### src/design/lhogs_ram.sv
// Generic RAM: one write port, two registered read ports.
module lhogs_ram #(
   parameter int WIDTH = 8,
   parameter int DEPTH = 16
) (
   input  logic                     clock,
   input  logic                     wr_en,
   input  logic [$clog2(DEPTH)-1:0] wr_addr,
   input  logic [WIDTH-1:0]         wr_data,
   input  logic [$clog2(DEPTH)-1:0] rd_addr_a,
   output logic [WIDTH-1:0]         rd_data_a,
   input  logic [$clog2(DEPTH)-1:0] rd_addr_b,
   output logic [WIDTH-1:0]         rd_data_b
);

   logic [WIDTH-1:0] mem [DEPTH];

   always_ff @(posedge clock) begin
      if (wr_en) mem[wr_addr] <= wr_data;
      rd_data_a <= mem[rd_addr_a];
      rd_data_b <= mem[rd_addr_b];
   end

endmodule

### config.mk
export PLATFORM = sky130hd
export DESIGN_NAME = lhogs_ram
export DESIGN_NICKNAME = d
export VERILOG_FILES = /design/src/design/lhogs_ram.sv
export SDC_FILE = /design/constraint.sdc
export NUM_CORES = 1
export LEC_CHECK = 0
export BUFFER_PORTS_ARGS = -buffer_cell sky130_fd_sc_hd__buf_4
export CAP_MARGIN = 25
export CORE_ASPECT_RATIO = 0.7
export CORE_UTILIZATION = 29
export DETAILED_ROUTE_END_ITERATION = 10
export SLEW_MARGIN = 20
export SYNTH_ARGS = -nofsm -noshare
export SYNTH_HDL_FRONTEND = slang
export SYNTH_SLANG_ARGS = --single-unit
### constraint.sdc
create_clock -name clock -period 2.1 [get_ports clock]
set_input_delay 0.21 -clock clock [delete_from_list [all_inputs] [get_ports clock]]
set_output_delay 0.21 -clock clock [all_outputs]
set_load 0.02 [all_outputs]
==> metrics.md <==
| Metric | Value |
|---|---|
| Ant diodes | `0` |
| Syn_nets | `329` |
| R2r endpoint | `rd_data_b[5]` |
| Nets | `394` |
| Post-synth design cell area | `0.00635 mm2` |
| Pins Over Slew Limit | `0` |
| Largest net degree at the start of global routing | `27` |
| Via density | `5.30` |
| Critical Path RT | `2380 ps` |
| Total congestion overflow | `0` |
| Leak Pwr | `0.00261 uW` |
| WP buf/inv | `0` |
| Reg2reg start | `mem[10][5]` |
| Commonest non-fill, non-tap cell in the layout | `edfxtp_1` |
| Switching pwr | `1640 uW` |
| CTS clk-pin slew, worst paths | `70 ps` |
| Final period util | `72.7%` |
| Max Root-Sink Buffers | `2` |
| Max Freq | `0.655 GHz` |
| Die width | `179 um` |
| Worst-Margin Slew | `549 ps` |
| Hold Path Cell Cnt | `1` |
| Clock network fraction of design power | `43.8%` |
| Dpl cells | `629` |
| Synthesized instance count | `307` |
| HP Class | `primary input to register` |
| Clock H-tree levels | `4` |
| Unique masters post-synth | `20` |
| Final setup violation count | `0` |
| Post-DP HPWL | `10.5 mm` |
| Power density over the cells | `889 mW/mm2` |
| Post-synthesis sequential area ratio | `65.6%` |
| Status | `finished, final reports clean` |
| Flop2flop setup slack | `570 ps` |
| Layout Cells excl Fill | `661` |
| Global-route wire length before repair | `23.4 mm` |
| # IOs | `38` |
| Slowest CP cell | `mux4_1` |
| GP Congestion | `0.736` |
| Worst r2r path cells | `3` |
| Worst slew margin | `63.4%` |
| Sink of the worst hold path | `mem[3][0]` |
| Critical path arrival | `1810 ps` |
| Commonest non-fill, non-tap cells in the layout | `128 x edfxtp_1, 64 x buf_4, 34 x mux4_2` |
| Share of cells above drive strength 1 | `35.1%` |
| Setup Skew | `8.11 ps` |
| Clk_lat worst skew | `420 ps` |
| Vias | `3501` |
| Startpoint class of the critical path | `register` |
| Sw Share | `24.2%` |
| Drt first pass iters | `4` |
| Mapped Avg Cell Area | `20.7 um2` |
| Crit-path leading delay family | `multiplexers` |
| DRT Wirelength | `16.1 mm` |
| Ys Warns | `0` |
| Met1 Use GR | `22.3%` |
| Drt drc | `0` |
| Gr usage total | `14.9%` |
| Slowest stage delay, CP | `510 ps` |
| CP endpoint kind | `register` |
| Vias in the first global route | `3586` |
| Port-buffer cells | `37` |
| Final hold violations | `0` |
| Hold_sp | `wr_data[0]` |
| ANT nets after route | `0` |
| CTS sink count | `144` |
| CTS Buf Count | `17` |
| Wire per inst | `24.4 um` |
| Cell Rows | `44` |
| Seq pwr share | `47.9%` |
| Post-CTS Setup Bufs | `0` |
| Worst path cell trace | `mux4_1, a22oi_1, nand2_1` |
| Logic pwr share | `8.4%` |
| Root buffer cell | `clkbuf_16` |
| Setup CP Type | `register to register` |
| Met3 Usage GRT | `3.26%` |
| Worst Path Max Fanout | `2` |
| Internal power | `5140 uW` |
| Die H | `126 um` |
| Final min period | `1530 ps` |
| CTS tree | `built` |
| Layer with the highest usage | `met1` |
| Hold-fix buffers, CTS | `0` |
| M2 GR Usage | `21.5%` |
| Setup tns final | `0 ps` |
| P&R area growth vs syn | `20.0%` |
| Initial antenna violation count | `0` |
| Synthesis-stage register bit count | `144` |
| Unrepaired setup endpoints after global routing | `no` |
| # Max-Cap Violations | `0` |
| Fillers | `1957` |
| Core box area | `0.0211 mm2` |
| Starting Density | `30.1%` |
| VDD IR-drop max | `0.629 mV` |
| Drt initial violations | `283` |
| Die footprint | `0.0225 mm2` |
| Post-cts sizing count | `0` |
==> layer usage <==
layer / share of wire (%) / up-vias
li1: - / 1474
met1: 47 / 1858
met2: 45 / 147
met3: 6.5 / 22
met4: 1.3 / 0
met5: 0 / -
==> sequential cells by signal, summed over array words and instances (netlist names) <==
name	count
rd_data_b	8
rd_data_a	8
mem	128
==> logic make-up (layout without fill, tap and decap cells) <==
group	Yosys count	in the layout	synth area share [%]
muxes	64	64	24.4
DFF	144	144	65.6
and+or+nand+nor	47	47	3.43
buffers and inverters	20	98	2.72
AOI/OAI and AO/OA	32	32	3.79
==> cell type report <==
class	count	area, um2	area share (%)
repair buffers	66	520	6.84
multi-input cells	143	2010	26.4
well taps	276	345	4.53
clock buffers	17	425	5.59
flip-flops and latches	144	4160	54.7
clock inverters	15	150	1.97
==> metrics by stage <==
step | hold slack [ps] | utilization [%] | setup slack, ps | area (um2) | power [uW]
global placement | 500 | 33.4 | 371 | 7040 | 3860
finish | 87.7 | 36.1 | 573 | 7610 | 6770
detailed placement | 517 | 33.4 | 332 | 7040 | 3870
global route | 88.5 | 36.1 | 510 | 7610 | 6960
CTS | 73.5 | 36.1 | 531 | 7610 | 6820
floorplan | 309 | - | 397 | 6350 | 3620
==> Yosys cell counts <==
master	instances	area share [%]
dfxtp_1	16	5.0
buf_4	2	0.24
edfxtp_1	128	61
mux4_4	2	0.79
clkdlybuf4s25_2	6	0.95
nor2_1	14	0.83
buf_2	6	0.47
nand3b_1	2	0.24
mux4_1	28	12
buf_6	6	1.1
or3b_2	1	0.14
a22oi_1	32	3.8
mux4_2	34	12
nand3_1	1	0.079
nor2b_1	2	0.20
and2_1	2	0.20
nand2_1	17	1.0
and2b_1	2	0.24
nand2b_1	2	0.20
nor3_1	4	0.32
==> power by group through the flow <==
stage | clock [uW] | combinational (uW) | sequential, uW
2_1_floorplan | 0 | 290 | 3330
3_3_place_gp | 0 | 561 | 3300
3_5_place_dp | 0 | 570 | 3300
4_1_cts | 3010 | 572 | 3240
5_1_grt | 3110 | 602 | 3250
6_report | 2960 | 566 | 3240
==> worst max-delay path by stage <==
stage / startpoint / end / slack [ps] / depth (start not counted)
after floorplan: wr_addr[2] / mem[0][0] / 400 / 2
after global placement: rd_addr_b[0] / rd_data_b[0] / 370 / 6
after detailed placement: rd_addr_b[0] / rd_data_b[2] / 330 / 5
after CTS: mem[10][5] / rd_data_b[5] / 530 / 3
after global routing: mem[10][5] / rd_data_b[5] / 510 / 3
final: mem[10][5] / rd_data_b[5] / 570 / 3
(Power assumes the default switching activity.)
