## config.mk

```make
export PLATFORM = sky130hd
export DESIGN_NAME = lhogs_front
export DESIGN_NICKNAME = d
export VERILOG_FILES = /design/src/design/lhogs_pkg.sv /design/src/design/lhogs_front.sv
export SDC_FILE = /design/constraint.sdc
export NUM_CORES = 1
export LEC_CHECK = 0
export BUFFER_PORTS_ARGS = -buffer_cell sky130_fd_sc_hd__buf_2
export CAP_MARGIN = 20
export CORE_ASPECT_RATIO = 1.1
export CORE_MARGIN = 5
export CORE_UTILIZATION = 28
export CTS_BUF_LIST = sky130_fd_sc_hd__clkbuf_4 sky130_fd_sc_hd__clkbuf_8 sky130_fd_sc_hd__clkbuf_16
export CTS_CLUSTER_SIZE = 30
export DETAILED_ROUTE_END_ITERATION = 8
export PLACE_DENSITY = 0.68
export SYNTH_ARGS = -nofsm -noshare
export SYNTH_HDL_FRONTEND = slang
export SYNTH_SLANG_ARGS = --single-unit
```

## constraint.sdc

```tcl
create_clock -name clock -period 2.6 [get_ports clock]
set_clock_uncertainty 0.1 [all_clocks]
set_input_delay 0.52 -clock clock [delete_from_list [all_inputs] [get_ports clock]]
set_output_delay 0.52 -clock clock [all_outputs]
set_load 0.005 [all_outputs]
```

## src/design/lhogs_pkg.sv

```systemverilog
// Shared constants, types and helpers for the order-m log-spacings block.
package lhogs_pkg;

   localparam int MaxSamples = 256;
   localparam int FracBits   = 16;
   localparam int SampleW    = FracBits + 1;
   localparam int AddrW      = $clog2(MaxSamples);
   localparam int CountW     = AddrW + 1;
   localparam int LogFrac    = 26;
   localparam int KW         = 5;
   localparam int XW         = 31;

   localparam logic [SampleW-1:0] OneVal = SampleW'(1) << FracBits;
   localparam logic [31:0]        Ln2Q32 = 32'hB172_17F8;

   localparam logic [1:0] StatusOk       = 2'd0;
   localparam logic [1:0] StatusOrder    = 2'd1;
   localparam logic [1:0] StatusFew      = 2'd2;
   localparam logic [1:0] StatusZeroGap  = 2'd3;

   localparam logic RegGapOrder = 1'b0;
   localparam logic RegCritical = 1'b1;

   typedef enum logic [3:0] {
      ST_IDLE, ST_SRD, ST_SGET, ST_SRDJ, ST_SCMP, ST_SPUT,
      ST_LRD, ST_LGAP, ST_LSQ, ST_LMUL, ST_LACC, ST_FIN
   } back_state_type;

   typedef struct packed {
      logic              valid;
      logic [CountW-1:0] n;
   } job_type;

   typedef struct packed {
      logic               en;
      logic [AddrW-1:0]   addr;
      logic [SampleW-1:0] data;
   } ram_wr_type;

   // position of the leading one of a gap
   function automatic logic [KW-1:0] lead_one(input logic [SampleW-1:0] g);
      logic [KW-1:0] k;
      k = '0;
      for (int b = 0; b < SampleW; b++) begin
         if (g[b]) k = KW'(b);
      end
      return k;
   endfunction

endpackage

```

## src/design/lhogs_front.sv

```systemverilog
// Front end: clamps and stores samples, hands a finished data set to the back end.
module lhogs_front (
   input  logic                         clock,
   input  logic                         reset,
   input  logic                         req_valid,
   output logic                         req_stall,
   input  logic signed [23:0]           req_sample,
   input  logic                         req_last_sample,
   input  logic                         back_busy,
   input  logic                         job_pop,
   output lhogs_pkg::job_type           job,
   output lhogs_pkg::ram_wr_type        ram_wr
);

   logic [lhogs_pkg::CountW-1:0]  count_ff, count_in;
   lhogs_pkg::job_type            job_ff, job_in;
   logic [lhogs_pkg::SampleW-1:0] clamped;
   logic                          accept;
   logic                          room;

   assign req_stall = job_ff.valid || back_busy;
   assign accept    = req_valid && !req_stall;
   assign room      = count_ff < lhogs_pkg::CountW'(lhogs_pkg::MaxSamples);

   always_comb begin
      if (req_sample[23])
         clamped = '0;
      else if (req_sample > 24'(lhogs_pkg::OneVal))
         clamped = lhogs_pkg::OneVal;
      else
         clamped = req_sample[lhogs_pkg::SampleW-1:0];
   end

   always_comb begin
      ram_wr.en   = accept && room;
      ram_wr.addr = count_ff[lhogs_pkg::AddrW-1:0];
      ram_wr.data = clamped;
      count_in    = count_ff;
      job_in      = job_ff;
      if (job_pop) job_in.valid = 1'b0;
      if (accept) begin
         if (room) count_in = count_ff + 1'b1;
         if (req_last_sample) begin
            job_in.valid = 1'b1;
            job_in.n     = room ? count_ff + 1'b1 : count_ff;
            count_in     = '0;
         end
      end
   end

   always_ff @(posedge clock) begin
      if (reset) begin
         count_ff     <= '0;
         job_ff.valid <= 1'b0;
      end else begin
         count_ff     <= count_in;
         job_ff.valid <= job_in.valid;
      end
      job_ff.n <= job_in.n;
   end

   assign job = job_ff;

endmodule

```

==> flow_metrics.py <==
metrics = {
    "synthesis": {
        "yosysMostFrequentCell": "and2_1",
        "avgSynthCellArea_um2": 9.17,
        "syn_nets": 154,
        "synth_edf_count": 9,
        "yosysTopAreaCellShare_pct": 24.0,
        "syn_area_um2": 1130,
        "synthArstFlopShare_pct": 0,
        "synth_flop_cell": "dfxtp_1",
        "ys_warn_count": 0,
        "ys_ff_latch": 19,
        "synth_cells": 123,
        "netlist_top_cells_area": "edfxtp_1 (24%), dfxtp_1 (18%), and2_1 (9.4%), buf_4 (5.3%), a21oi_1 (4.0%)",
        "synth_cell_type_count": 36,
        "netlist_top_cells_count": "and2_1 (17), dfxtp_1 (10), a21oi_1 (9), edfxtp_1 (9), nor2_1 (9)",
        "synth_top_area_cell": "edfxtp_1",
        "yosysSeqAreaShare_pct": 41.7,
    },
    "die": {
        "core_um2": 3930,
        "ioPinCount": 67,
        "die_h_um": 76.6,
        "die-width_um": 70.5,
        "rows": 24,
        "start_util_pct": 28.7,
        "die_area_um2": 5400,
    },
    "grt": {
        "grt_pass1_wl_um": 4570,
        "grt_pass1_vias": 1085,
        "antenna_found_initial": 0,
        "grt-ovfl-total": 0,
        "track_usage_pct": 10.2,
        "grt_start_max_net_pins": 13,
    },
    "worst_setup_path": {
        "crit_required_ps": 1980,
        "crit_type": "in2out",
        "start_kind": "primary input",
        "arrival_ps": 1680,
        "cp-end-kind": "primary output",
        "crit_fanout": 12,
    },
    "clock_network": {
        "cts_sinks": 19,
        "clockBufferDepth": 2,
        "cts_hold_buf": 0,
        "clk_pin_slew_ps": 70,
        "postCtsSetupRepairBufs": 0,
        "insertion_delay_ps": 250,
        "cts_root_buffer": "clkbuf_8",
        "ctsResizeCount": 0,
        "cts_tree": "done",
        "numCtsBuffers": 3,
        "cts-htree-levels": 1,
    },
    "timing": {
        "period_share_pct": 88.6,
        "worstMarginPinSlew_ps": 432,
        "rsz0062_at_grt": "false",
        "period_needed_ps": 2300,
        "max_slew_margin_pct": 71.2,
        "hold_viol": 0,
        "setup_tns_ps": 0,
        "fmax_mhz": 434,
        "finalMaxSlewViolations": 0,
        "setup_viol": 0,
        "setup_ws_ps": 295,
    },
    "run": {
        "maxCapViolCount": 0,
    },
    "placed_design": {
        "place.gp.congestion": 0.716,
        "dp_slack_ps": 261,
        "dp_hpwl_um": 2250,
        "numPortBuffers": 66,
    },
    "layout": {
        "layout-drive-gt1-share_pct": 43.9,
        "synthToLayoutAreaGrowth_pct": 31.6,
        "insertedDiodeCount": 0,
        "nets": 212,
    },
    "routing": {
        "drcViolationCount": 0,
        "drtPass1Iterations": 4,
        "finalWirelength_um": 2820,
        "wl_per_cell_um": 12.1,
        "postRouteAntennaNets": 0,
        "first_iter_violations": 43,
        "via_per_inst": 4.54,
        "vias": 1054,
    },
    "hold_path": {
        "hp-class": "reg2reg",
    },
    "outcome": {
        "outcome": "completed",
    },
    "power": {
        "p_leak_uw": 0.000694,
        "p_per_area_nw_per_um2": 397,
        "ir_worst_vdd_mv": 0.155,
    },
}
metal layers:
layer / share of wire (%) / global-route usage [%] / up-vias
li1: - / - / 538
met1: 42 / 11.5 / 463
met2: 48 / 18.2 / 49
met3: 8.8 / 2.51 / 4
met4: 0.89 / 3.83 / 0
met5: 0 / 0 / -
final timing paths:
path / cells after the start / slack, ps / endpoint / startpoint
max: 7 / 300 / ram_wr[9] / req_sample[11]
min: 2 / 410 / count_ff[1] / count_ff[1]
max reg2reg: 4 / 920 / count_ff[5] / count_ff[8]
min reg2reg: 2 / 410 / count_ff[1] / count_ff[1]
cells in the final DEF (no fill, tap or decap), types with 2 or more instances in the layout:
cell,Yosys,layout
xor2_1,2,2
nor3b_1,2,2
nand3_1,2,2
or3b_2,2,2
nor3_1,3,3
dfxtp_1,10,10
inv_1,2,2
and2_1,17,17
or3_1,3,3
buf_4,8,2
nand2_1,6,6
xnor2_1,5,5
buf_2,0,66
nor2_1,9,9
nor4_1,5,5
clkbuf_8,0,3
a31oi_1,2,2
edfxtp_1,9,9
a21oi_1,9,9
o21ai_0,5,5
sequential cells by signal, indices dropped and copies added, names as in the netlist:
| signal | count |
|---|---|
| job | 10 |
| count_ff | 9 |
worst max-delay path: stages:
cell and delay (ps):
buf_2 100, nor4_1 320, nand4_1 130, a21oi_1 200, buf_4 180, and2_1 130, buf_2 110
power by group:
part | internal (uW) | leakage (uW) | switching (uW)
sequential | 317 | 0.000162 | 2.75
clock | 119 | 0.0000262 | 90.6
combinational | 30.5 | 0.000506 | 29.0
kinds of logic after synthesis:
group,after synthesis,share of synthesized area [%]
and+or+nand+nor,59,31.4
AOI/OAI and AO/OA,19,9.54
DFF,19,41.7
buffers and inverters,17,9.77
xor gates and xnor gates,7,5.44
muxes,1,0.999
adders and majority gates,1,1.11
metrics by stage:
stage | std cells | power, uW | utilization, % | hold slack [ps] | cell area, um2
floorplan | 123 | 352 | - | 367 | 1130
global placement | 228 | 386 | 36.5 | 392 | 1440
detailed placement | 228 | 387 | 36.5 | 410 | 1440
CTS | 232 | 598 | 37.7 | 425 | 1480
global route | 232 | 616 | 37.7 | 468 | 1480
finish | 232 | 589 | 37.7 | 415 | 1480
area by class of cell:
cell class	instances	area, um2
Inverter	2	7.51
Fill cell	421	2450
Sequential cell	19	470
Clock buffer	4	48.8
Tap cell	52	65.1
Timing Repair Buffer	68	345
Multi-Input combinational cell	87	547
Power figures use the tool's default switching activity.
