**config.mk**
```make
export PLATFORM = sky130hd
export DESIGN_NAME = lhogs_back
export DESIGN_NICKNAME = d
export VERILOG_FILES = /design/src/design/lhogs_pkg.sv /design/src/design/lhogs_back.sv
export SDC_FILE = /design/constraint.sdc
export NUM_CORES = 2
export LEC_CHECK = 0
export ABC_AREA = 1
export BUFFER_PORTS_ARGS = -buffer_cell sky130_fd_sc_hd__buf_2
export CORE_UTILIZATION = 50
export DETAILED_ROUTE_END_ITERATION = 7
export PLACE_DENSITY = 0.7
export SYNTH_ARGS = -nofsm -noshare
export SYNTH_HDL_FRONTEND = slang
export SYNTH_SLANG_ARGS = --single-unit
export TNS_END_PERCENT = 50
```
**constraint.sdc**
```tcl
create_clock -name clock -period 13.65 [get_ports clock]
set_input_delay 2.0475 -clock clock [delete_from_list [all_inputs] [get_ports clock]]
set_output_delay 2.0475 -clock clock [all_outputs]
set_load 0.01 [all_outputs]
```
**src/design/lhogs_pkg.sv**
```systemverilog
// Shared constants, types and helpers for the order-m log-spacings block.
package lhogs_pkg;

   localparam int MaxSamples = 256;
   localparam int FracBits   = 16;
   localparam int SampleW    = FracBits + 1;
   localparam int AddrW      = $clog2(MaxSamples);
   localparam int CountW     = AddrW + 1;
   localparam int LogFrac    = 26;
   localparam int KW         = 5;
   localparam int XW         = 31;

   localparam logic [SampleW-1:0] OneVal = SampleW'(1) << FracBits;
   localparam logic [31:0]        Ln2Q32 = 32'hB172_17F8;

   localparam logic [1:0] StatusOk       = 2'd0;
   localparam logic [1:0] StatusOrder    = 2'd1;
   localparam logic [1:0] StatusFew      = 2'd2;
   localparam logic [1:0] StatusZeroGap  = 2'd3;

   localparam logic RegGapOrder = 1'b0;
   localparam logic RegCritical = 1'b1;

   typedef enum logic [3:0] {
      ST_IDLE, ST_SRD, ST_SGET, ST_SRDJ, ST_SCMP, ST_SPUT,
      ST_LRD, ST_LGAP, ST_LSQ, ST_LMUL, ST_LACC, ST_FIN
   } back_state_type;

   typedef struct packed {
      logic              valid;
      logic [CountW-1:0] n;
   } job_type;

   typedef struct packed {
      logic               en;
      logic [AddrW-1:0]   addr;
      logic [SampleW-1:0] data;
   } ram_wr_type;

   // position of the leading one of a gap
   function automatic logic [KW-1:0] lead_one(input logic [SampleW-1:0] g);
      logic [KW-1:0] k;
      k = '0;
      for (int b = 0; b < SampleW; b++) begin
         if (g[b]) k = KW'(b);
      end
      return k;
   endfunction

endpackage

```
**src/design/lhogs_back.sv**
```systemverilog
// Back end: sorts the stored set, sums the logs of the order-m gaps, drives results.
module lhogs_back (
   input  logic                          clock,
   input  logic                          reset,
   input  lhogs_pkg::job_type            job,
   output logic                          job_pop,
   output logic                          busy,
   input  logic [8:0]                    gap_order,
   input  logic [31:0]                   critical_value,
   output lhogs_pkg::ram_wr_type         ram_wr,
   output logic [lhogs_pkg::AddrW-1:0]   rd_addr_a,
   output logic [lhogs_pkg::AddrW-1:0]   rd_addr_b,
   input  logic [lhogs_pkg::SampleW-1:0] rd_data_a,
   input  logic [lhogs_pkg::SampleW-1:0] rd_data_b,
   output logic                          rsp_valid,
   input  logic                          rsp_stall,
   output logic signed [31:0]            rsp_statistic,
   output logic                          rsp_reject,
   output logic [1:0]                    rsp_status
);

   localparam int CW = lhogs_pkg::CountW;
   localparam int SW = lhogs_pkg::SampleW;
   localparam int XW = lhogs_pkg::XW;

   lhogs_pkg::back_state_type state_ff, state_in;
   logic [CW-1:0]   n_ff, n_in, m_ff, m_in, top_ff, top_in, i_ff, i_in, j_ff, j_in;
   logic [CW:0]     li_ff, li_in;
   logic [SW-1:0]   v_ff, v_in;
   logic [1:0]      status_ff, status_in;
   logic [31:0]     sum_ff, sum_in;
   logic [XW-1:0]   x_ff, x_in;
   logic [lhogs_pkg::LogFrac-1:0] frac_ff, frac_in;
   logic [lhogs_pkg::KW-1:0]      k_ff, k_in;
   logic [4:0]      cnt_ff, cnt_in;
   logic [63:0]     prod_ff, prod_in;
   logic            rv_ff, rv_in, rej_ff, rej_in;
   logic [31:0]     stat_ff, stat_in;
   logic [1:0]      rst_ff, rst_in;

   logic [CW-1:0]   m_eff;
   logic [CW+1:0]   hi_idx;
   logic [CW:0]     lo_idx;
   logic [SW-1:0]   hi_val, lo_val, gap, gap_fix;
   logic [61:0]     sq;
   logic [31:0]     sq_sh;
   logic [30:0]     mag;
   logic [21:0]     term;
   logic [32:0]     sum_wide;
   logic [31:0]     stat_now;

   assign m_eff    = (gap_order == 9'd0) ? CW'(1) : CW'(gap_order);
   assign hi_idx   = (CW+2)'(li_ff) + (CW+2)'(m_ff) - (CW+2)'(1);
   assign lo_idx   = li_ff - 1'b1;
   assign hi_val   = (hi_idx >= (CW+2)'(n_ff)) ? lhogs_pkg::OneVal : rd_data_a;
   assign lo_val   = (li_ff == '0) ? '0 : rd_data_b;
   assign gap      = hi_val - lo_val;
   assign gap_fix  = (gap == '0) ? SW'(1) : gap;
   assign sq       = {31'b0, x_ff} * {31'b0, x_ff};
   assign sq_sh    = sq[61:30];
   assign mag      = (k_ff >= lhogs_pkg::KW'(lhogs_pkg::FracBits)) ? '0 :
                     ((31'(lhogs_pkg::FracBits) - 31'(k_ff)) << lhogs_pkg::LogFrac)
                     - 31'(frac_ff);
   assign term     = 22'((prod_ff + (64'd1 << 41)) >> 42);
   assign sum_wide = {1'b0, sum_ff} + 33'(term);
   assign stat_now = 32'd0 - sum_ff;

   always_comb begin
      state_in  = state_ff;
      n_in = n_ff; m_in = m_ff; top_in = top_ff; i_in = i_ff; j_in = j_ff;
      li_in = li_ff; v_in = v_ff; status_in = status_ff; sum_in = sum_ff;
      x_in = x_ff; frac_in = frac_ff; k_in = k_ff; cnt_in = cnt_ff; prod_in = prod_ff;
      rv_in = rv_ff && rsp_stall;
      rej_in = rej_ff; stat_in = stat_ff; rst_in = rst_ff;
      job_pop   = 1'b0;
      ram_wr    = '0;
      rd_addr_a = '0;
      rd_addr_b = '0;
      case (state_ff)
         lhogs_pkg::ST_IDLE: begin
            if (job.valid) begin
               job_pop   = 1'b1;
               n_in      = job.n;
               m_in      = m_eff;
               top_in    = job.n + 1'b1 - m_eff;
               status_in = lhogs_pkg::StatusOk;
               sum_in    = '0;
               i_in      = CW'(1);
               if ((CW+1)'(m_eff) > (CW+1)'(job.n) + 1'b1) begin
                  status_in = lhogs_pkg::StatusOrder;
                  state_in  = lhogs_pkg::ST_FIN;
               end else if (job.n <= CW'(3)) begin
                  status_in = lhogs_pkg::StatusFew;
                  state_in  = lhogs_pkg::ST_FIN;
               end else begin
                  state_in = lhogs_pkg::ST_SRD;
               end
            end
         end
         lhogs_pkg::ST_SRD: begin
            rd_addr_a = i_ff[lhogs_pkg::AddrW-1:0];
            state_in  = lhogs_pkg::ST_SGET;
         end
         lhogs_pkg::ST_SGET: begin
            v_in     = rd_data_a;
            j_in     = i_ff;
            state_in = lhogs_pkg::ST_SRDJ;
         end
         lhogs_pkg::ST_SRDJ: begin
            rd_addr_a = lhogs_pkg::AddrW'(j_ff - 1'b1);
            state_in  = (j_ff == '0) ? lhogs_pkg::ST_SPUT : lhogs_pkg::ST_SCMP;
         end
         lhogs_pkg::ST_SCMP: begin
            if (rd_data_a > v_ff) begin
               ram_wr.en   = 1'b1;
               ram_wr.addr = j_ff[lhogs_pkg::AddrW-1:0];
               ram_wr.data = rd_data_a;
               j_in        = j_ff - 1'b1;
               state_in    = lhogs_pkg::ST_SRDJ;
            end else begin
               state_in = lhogs_pkg::ST_SPUT;
            end
         end
         lhogs_pkg::ST_SPUT: begin
            ram_wr.en   = 1'b1;
            ram_wr.addr = j_ff[lhogs_pkg::AddrW-1:0];
            ram_wr.data = v_ff;
            i_in        = i_ff + 1'b1;
            li_in       = '0;
            state_in    = (i_ff + 1'b1 == n_ff) ? lhogs_pkg::ST_LRD : lhogs_pkg::ST_SRD;
         end
         lhogs_pkg::ST_LRD: begin
            rd_addr_a = hi_idx[lhogs_pkg::AddrW-1:0];
            rd_addr_b = lo_idx[lhogs_pkg::AddrW-1:0];
            state_in  = lhogs_pkg::ST_LGAP;
         end
         lhogs_pkg::ST_LGAP: begin
            if (gap == '0) status_in = lhogs_pkg::StatusZeroGap;
            k_in     = lhogs_pkg::lead_one(gap_fix);
            x_in     = XW'({14'b0, gap_fix} << (5'd30 - lhogs_pkg::lead_one(gap_fix)));
            frac_in  = '0;
            cnt_in   = 5'(lhogs_pkg::LogFrac - 1);
            state_in = lhogs_pkg::ST_LSQ;
         end
         lhogs_pkg::ST_LSQ: begin
            // one squaring per cycle gives one fraction bit of log2
            frac_in = {frac_ff[lhogs_pkg::LogFrac-2:0], sq_sh[31]};
            x_in    = sq_sh[31] ? sq_sh[31:1] : sq_sh[30:0];
            cnt_in  = cnt_ff - 1'b1;
            if (cnt_ff == '0) state_in = lhogs_pkg::ST_LMUL;
         end
         lhogs_pkg::ST_LMUL: begin
            prod_in  = {33'b0, mag} * {32'b0, lhogs_pkg::Ln2Q32};
            state_in = lhogs_pkg::ST_LACC;
         end
         lhogs_pkg::ST_LACC: begin
            sum_in   = (sum_wide > 33'h0_8000_0000) ? 32'h8000_0000 : sum_wide[31:0];
            li_in    = li_ff + 1'b1;
            state_in = ((CW+1)'(li_ff) == (CW+1)'(top_ff)) ? lhogs_pkg::ST_FIN
                                                           : lhogs_pkg::ST_LRD;
         end
         lhogs_pkg::ST_FIN: begin
            if (!rv_ff || !rsp_stall) begin
               rv_in    = 1'b1;
               stat_in  = stat_now;
               rst_in   = status_ff;
               rej_in   = (status_ff == lhogs_pkg::StatusOk) &&
                          ($signed(stat_now) < $signed(critical_value));
               state_in = lhogs_pkg::ST_IDLE;
            end
         end
         default: state_in = lhogs_pkg::ST_IDLE;
      endcase
   end

   always_ff @(posedge clock) begin
      if (reset) begin
         state_ff <= lhogs_pkg::ST_IDLE;
         rv_ff    <= 1'b0;
      end else begin
         state_ff <= state_in;
         rv_ff    <= rv_in;
      end
      n_ff <= n_in; m_ff <= m_in; top_ff <= top_in; i_ff <= i_in; j_ff <= j_in;
      li_ff <= li_in; v_ff <= v_in; status_ff <= status_in; sum_ff <= sum_in;
      x_ff <= x_in; frac_ff <= frac_in; k_ff <= k_in; cnt_ff <= cnt_in;
      prod_ff <= prod_in; rej_ff <= rej_in; stat_ff <= stat_in; rst_ff <= rst_in;
   end

   assign busy          = (state_ff != lhogs_pkg::ST_IDLE);
   assign rsp_valid     = rv_ff;
   assign rsp_statistic = stat_ff;
   assign rsp_reject    = rej_ff;
   assign rsp_status    = rst_ff;

`ifndef SYNTHESIS
   a_zero_no_reject: assert property (@(posedge clock) disable iff (reset)
      rsp_valid && rsp_status == lhogs_pkg::StatusZeroGap |-> !rsp_reject)
      else $error("reject raised with zero gap");
   a_err_zero_stat: assert property (@(posedge clock) disable iff (reset)
      rsp_valid && (rsp_status == lhogs_pkg::StatusOrder ||
                    rsp_status == lhogs_pkg::StatusFew) |-> rsp_statistic == 32'd0)
      else $error("nonzero statistic on error status");
   a_sort_range: assert property (@(posedge clock) disable iff (reset)
      state_ff == lhogs_pkg::ST_SRD |-> i_ff < n_ff)
      else $error("sort index out of range");
   a_no_pop_busy: assert property (@(posedge clock) disable iff (reset)
      job_pop |-> state_ff == lhogs_pkg::ST_IDLE)
      else $error("job taken while busy");
`endif

endmodule

```
==> results by group <==
Clocking
  • Clk root buf: clkbuf_16
  • # clock sinks: 235
  • Post-CTS sizing: 0
  • Clock Latency Late Sink: 0.61 ns
  • Hold bufs inserted after CTS: 0
  • Worst-path clk slew: 0.06 ns
  • Post-CTS setup buffers: 0
  • H-Tree Depth: 1
  • TritonCTS clock tree: yes
  • Clk buf depth: 3
  • Num CTS Buffers: 30

Logic synthesis
  • Syn_nets: 9108
  • Share of the synthesized area in the top cell type: 0.364
  • Area contributors post-synth: fa_1 36%, ha_1 15%, inv_1 14%
  • Seq/Total Area, Yosys: 0.115
  • Area leader, netlist: fa_1
  • EDFF count, synth: 230
  • Synth warnings: 0
  • Yosys reg bits: 235
  • Mapped cell area: 60700 um^2
  • Mean Syn Cell Area: 8.46 um^2
  • Distinct cells, synth: 78
  • Post-synthesis instance total: 7173
  • Ys flop type: edfxtp_1
  • Async SR Flop Fraction: 0

Global routing
  • First-pass GRT wire length: 258000 um
  • Total GRT Usage: 0.267
  • Grt ovf: 0
  • Maximum number of pins on one net before global-route repair: 64
  • Initial antenna violation count: 3
  • Vias in the first global route: 48975

Floorplanning
  • Initial Util: 0.505
  • Die height: 350 um
  • Chip Width: 350 um
  • IO Count: 168
  • Row cnt: 127
  • Die ar.: 123000 um^2
  • Core Box Area: 120000 um^2

Setup path
  • CP max FO: 10
  • Reg2reg end: prod_ff[62]
  • Crit start category: flip-flop
  • Setup Crit Path Kind: flip-flop to flip-flop
  • CP dominant cell by count: inv_1
  • Critical path capture point type: flip-flop
  • Critical Path RT: 13.97 ns
  • Critical Path Slowest Stage Cell: fa_1
  • Critical path arrival: 10.45 ns
  • Worst reg-to-reg path cell count: 44
  • R2R Setup Slk: 3.53 ns
  • Max stage delay on crit path: 0.58 ns
  • Crit. Startpoint: frac_ff[0]
  • Critical R2R Launch: frac_ff[0]

STA
  • RSZ-0062 raised after global routing: false
  • Setup TNS: 0 ns
  • Worst-margin pin slew: 1.05 ns
  • Final Cycle Share: 0.742
  • Fmax: 98.8 MHz
  • Fin crit period: 10.12 ns
  • Max Slew Vio Count: 0
  • Final setup viols: 0
  • Max_slew headroom: 0.301
  • Skew final: 0.0248 ns
  • Endpoints failing hold: 0

Placed design
  • Cells after DPL: 8876
  • Hpwl dp: 134000 um
  • Global placement routability congestion: 0.995
  • PortBufs: 167

Outcome
  • Status: complete, no violations

Route
  • Initial DRC count: 3375
  • Routed vias/inst: 5.19
  • Routed Antenna Nets: 0
  • Drt total wl: 159000 um
  • Initial DRT Pass Iterations: 6
  • Via count of the routed design: 46335
  • WL/cell: 17.8 um
  • DRC: 0

Hold path
  • Hold crit path type: flip-flop to flip-flop
  • Hold Path End: rsp_status[0]
  • Min-Delay Path Depth: 0
  • Hold path start: status_ff[0]

Final layout
  • Nets: 9231
  • Post-route insts no fill: 8934
  • Area Growth Syn to Fin: 6.28%
  • Share of cells above drive strength 1: 0.0551

Run
  • Max_cap viols: 0
-- Yosys cell counts, drive strengths merged, types with 3 or more instances --
cell type and n:
ha 743, xor2 113, o31ai 11, buf 24, o21ai 156, clkbuf 118
fa 1104, nand4 42, nor3 68, inv 2215, o221ai 4, a21o 21
o2111ai 6, edfxtp 230, or2 18, nor4 25, dfxtp 5, clkinv 4
xnor2 70, a31oi 26, o21bai 11, a211oi 8, nand2 1103, nand3 217
o21a 12, nand3b 11, nor3b 4, a21oi 287, a221oi 3, o211ai 23
a21boi 3, nor2 440, o22ai 21
-- per-layer routing --
layer,vias to the layer above,wire (um),track usage
li1,21727,-,-
met1,22862,65900,0.351
met2,1444,78200,0.462
met3,302,10200,0.0357
met4,0,4900,0.0717
met5,-,0,0
-- final cells by class --
class | instances | area, um^2
Antenna cell | 2 | 5.00
Clock inverter | 21 | 210
Multi-Input combinational cell | 4577 | 44800
Inverter | 2219 | 8330
Fill cell | 10998 | 55600
Clock buffer | 35 | 769
Timing Repair Buffer | 233 | 1330
Sequential cell | 235 | 7010
Tap cell | 1612 | 2020
-- placed cells by master (no fill, tap or decap), types with 6 or more instances in the layout --
| master | n |
|---|---|
| clkinv_1 | 11 |
| nand4_1 | 42 |
| o2111ai_1 | 6 |
| nor3_1 | 51 |
| xnor2_1 | 69 |
| nor4_1 | 23 |
| nand2_1 | 1080 |
| inv_1 | 2204 |
| buf_2 | 167 |
| nand3_1 | 209 |
| nor2_1 | 416 |
| buf_4 | 66 |
| a211oi_1 | 7 |
| nand3_2 | 7 |
| nand3b_1 | 11 |
| nor3_2 | 16 |
| nor2_2 | 21 |
| ha_1 | 743 |
| o22ai_1 | 21 |
| or2_2 | 12 |
| xor2_1 | 112 |
| o31ai_1 | 11 |
| edfxtp_1 | 230 |
| a21oi_1 | 278 |
| a21o_1 | 21 |
| o21a_1 | 12 |
| nand2_2 | 21 |
| o21ai_1 | 8 |
| inv_2 | 10 |
| o21ai_0 | 143 |
| fa_1 | 1104 |
| a21oi_2 | 7 |
| o21bai_1 | 10 |
| o211ai_1 | 20 |
| clkbuf_16 | 30 |
| clkinv_2 | 7 |
| a31oi_1 | 25 |
-- state kept, by name, indices dropped and copies added (netlist names) --
signal,flops
n_ff,9
cnt_ff,5
k_ff,5
rsp_valid,1
m_ff,9
status_ff,2
rsp_statistic,32
sum_ff,32
v_ff,17
prod_ff,22
rsp_status,2
state_ff,4
frac_ff,26
x_ff,31
li_ff,10
top_ff,9
j_ff,9
rsp_reject,1
i_ff,9
-- logic make-up (layout without fill, tap and decap cells) --
family	Yosys count	in the layout	synth area share
buf+inv	2361	2508	0.147
simple gates	1934	1934	0.134
fa+ha+maj	1847	1847	0.517
compound gates	613	613	0.0589
flops	235	235	0.115
xor+xnor	183	183	0.0268
other cells	0	2	0
-- through the flow --
step	utilization	setup WS [ns]	area (um^2)	hold WS [ns]
after floorplan	-	4.15	60700	0.427
after global placement	0.529	3.72	63500	0.524
after detailed placement	0.529	3.57	63500	0.529
after CTS	0.537	3.54	64500	0.522
after global routing	0.537	2.72	64500	0.536
final	0.537	3.53	64500	0.528
-- worst max-delay path by stage --
stage	end	slack, ns	cells past startpoint
after global routing	prod_ff[62]	2.72	44
final	prod_ff[62]	3.53	44
after global placement	prod_ff[58]	3.72	44
after floorplan	prod_ff[62]	4.15	45
after detailed placement	prod_ff[62]	3.57	44
after CTS	prod_ff[62]	3.54	44
-- critical path, delay by kind of cell (launching register included) --
kind / cells / cell delay (ns)
adders and majority gates: 10 / 4.47
and+or+nand+nor: 15 / 2.13
AOI/OAI and AO/OA: 7 / 1.50
buffers and inverters: 11 / 1.25
DFF: 1 / 0.40
xor gates and xnor gates: 1 / 0.09
Power is left out: the tool's default activity adds up to more than one toggle a clock period on the data nets, which glitch-free logic cannot reach.
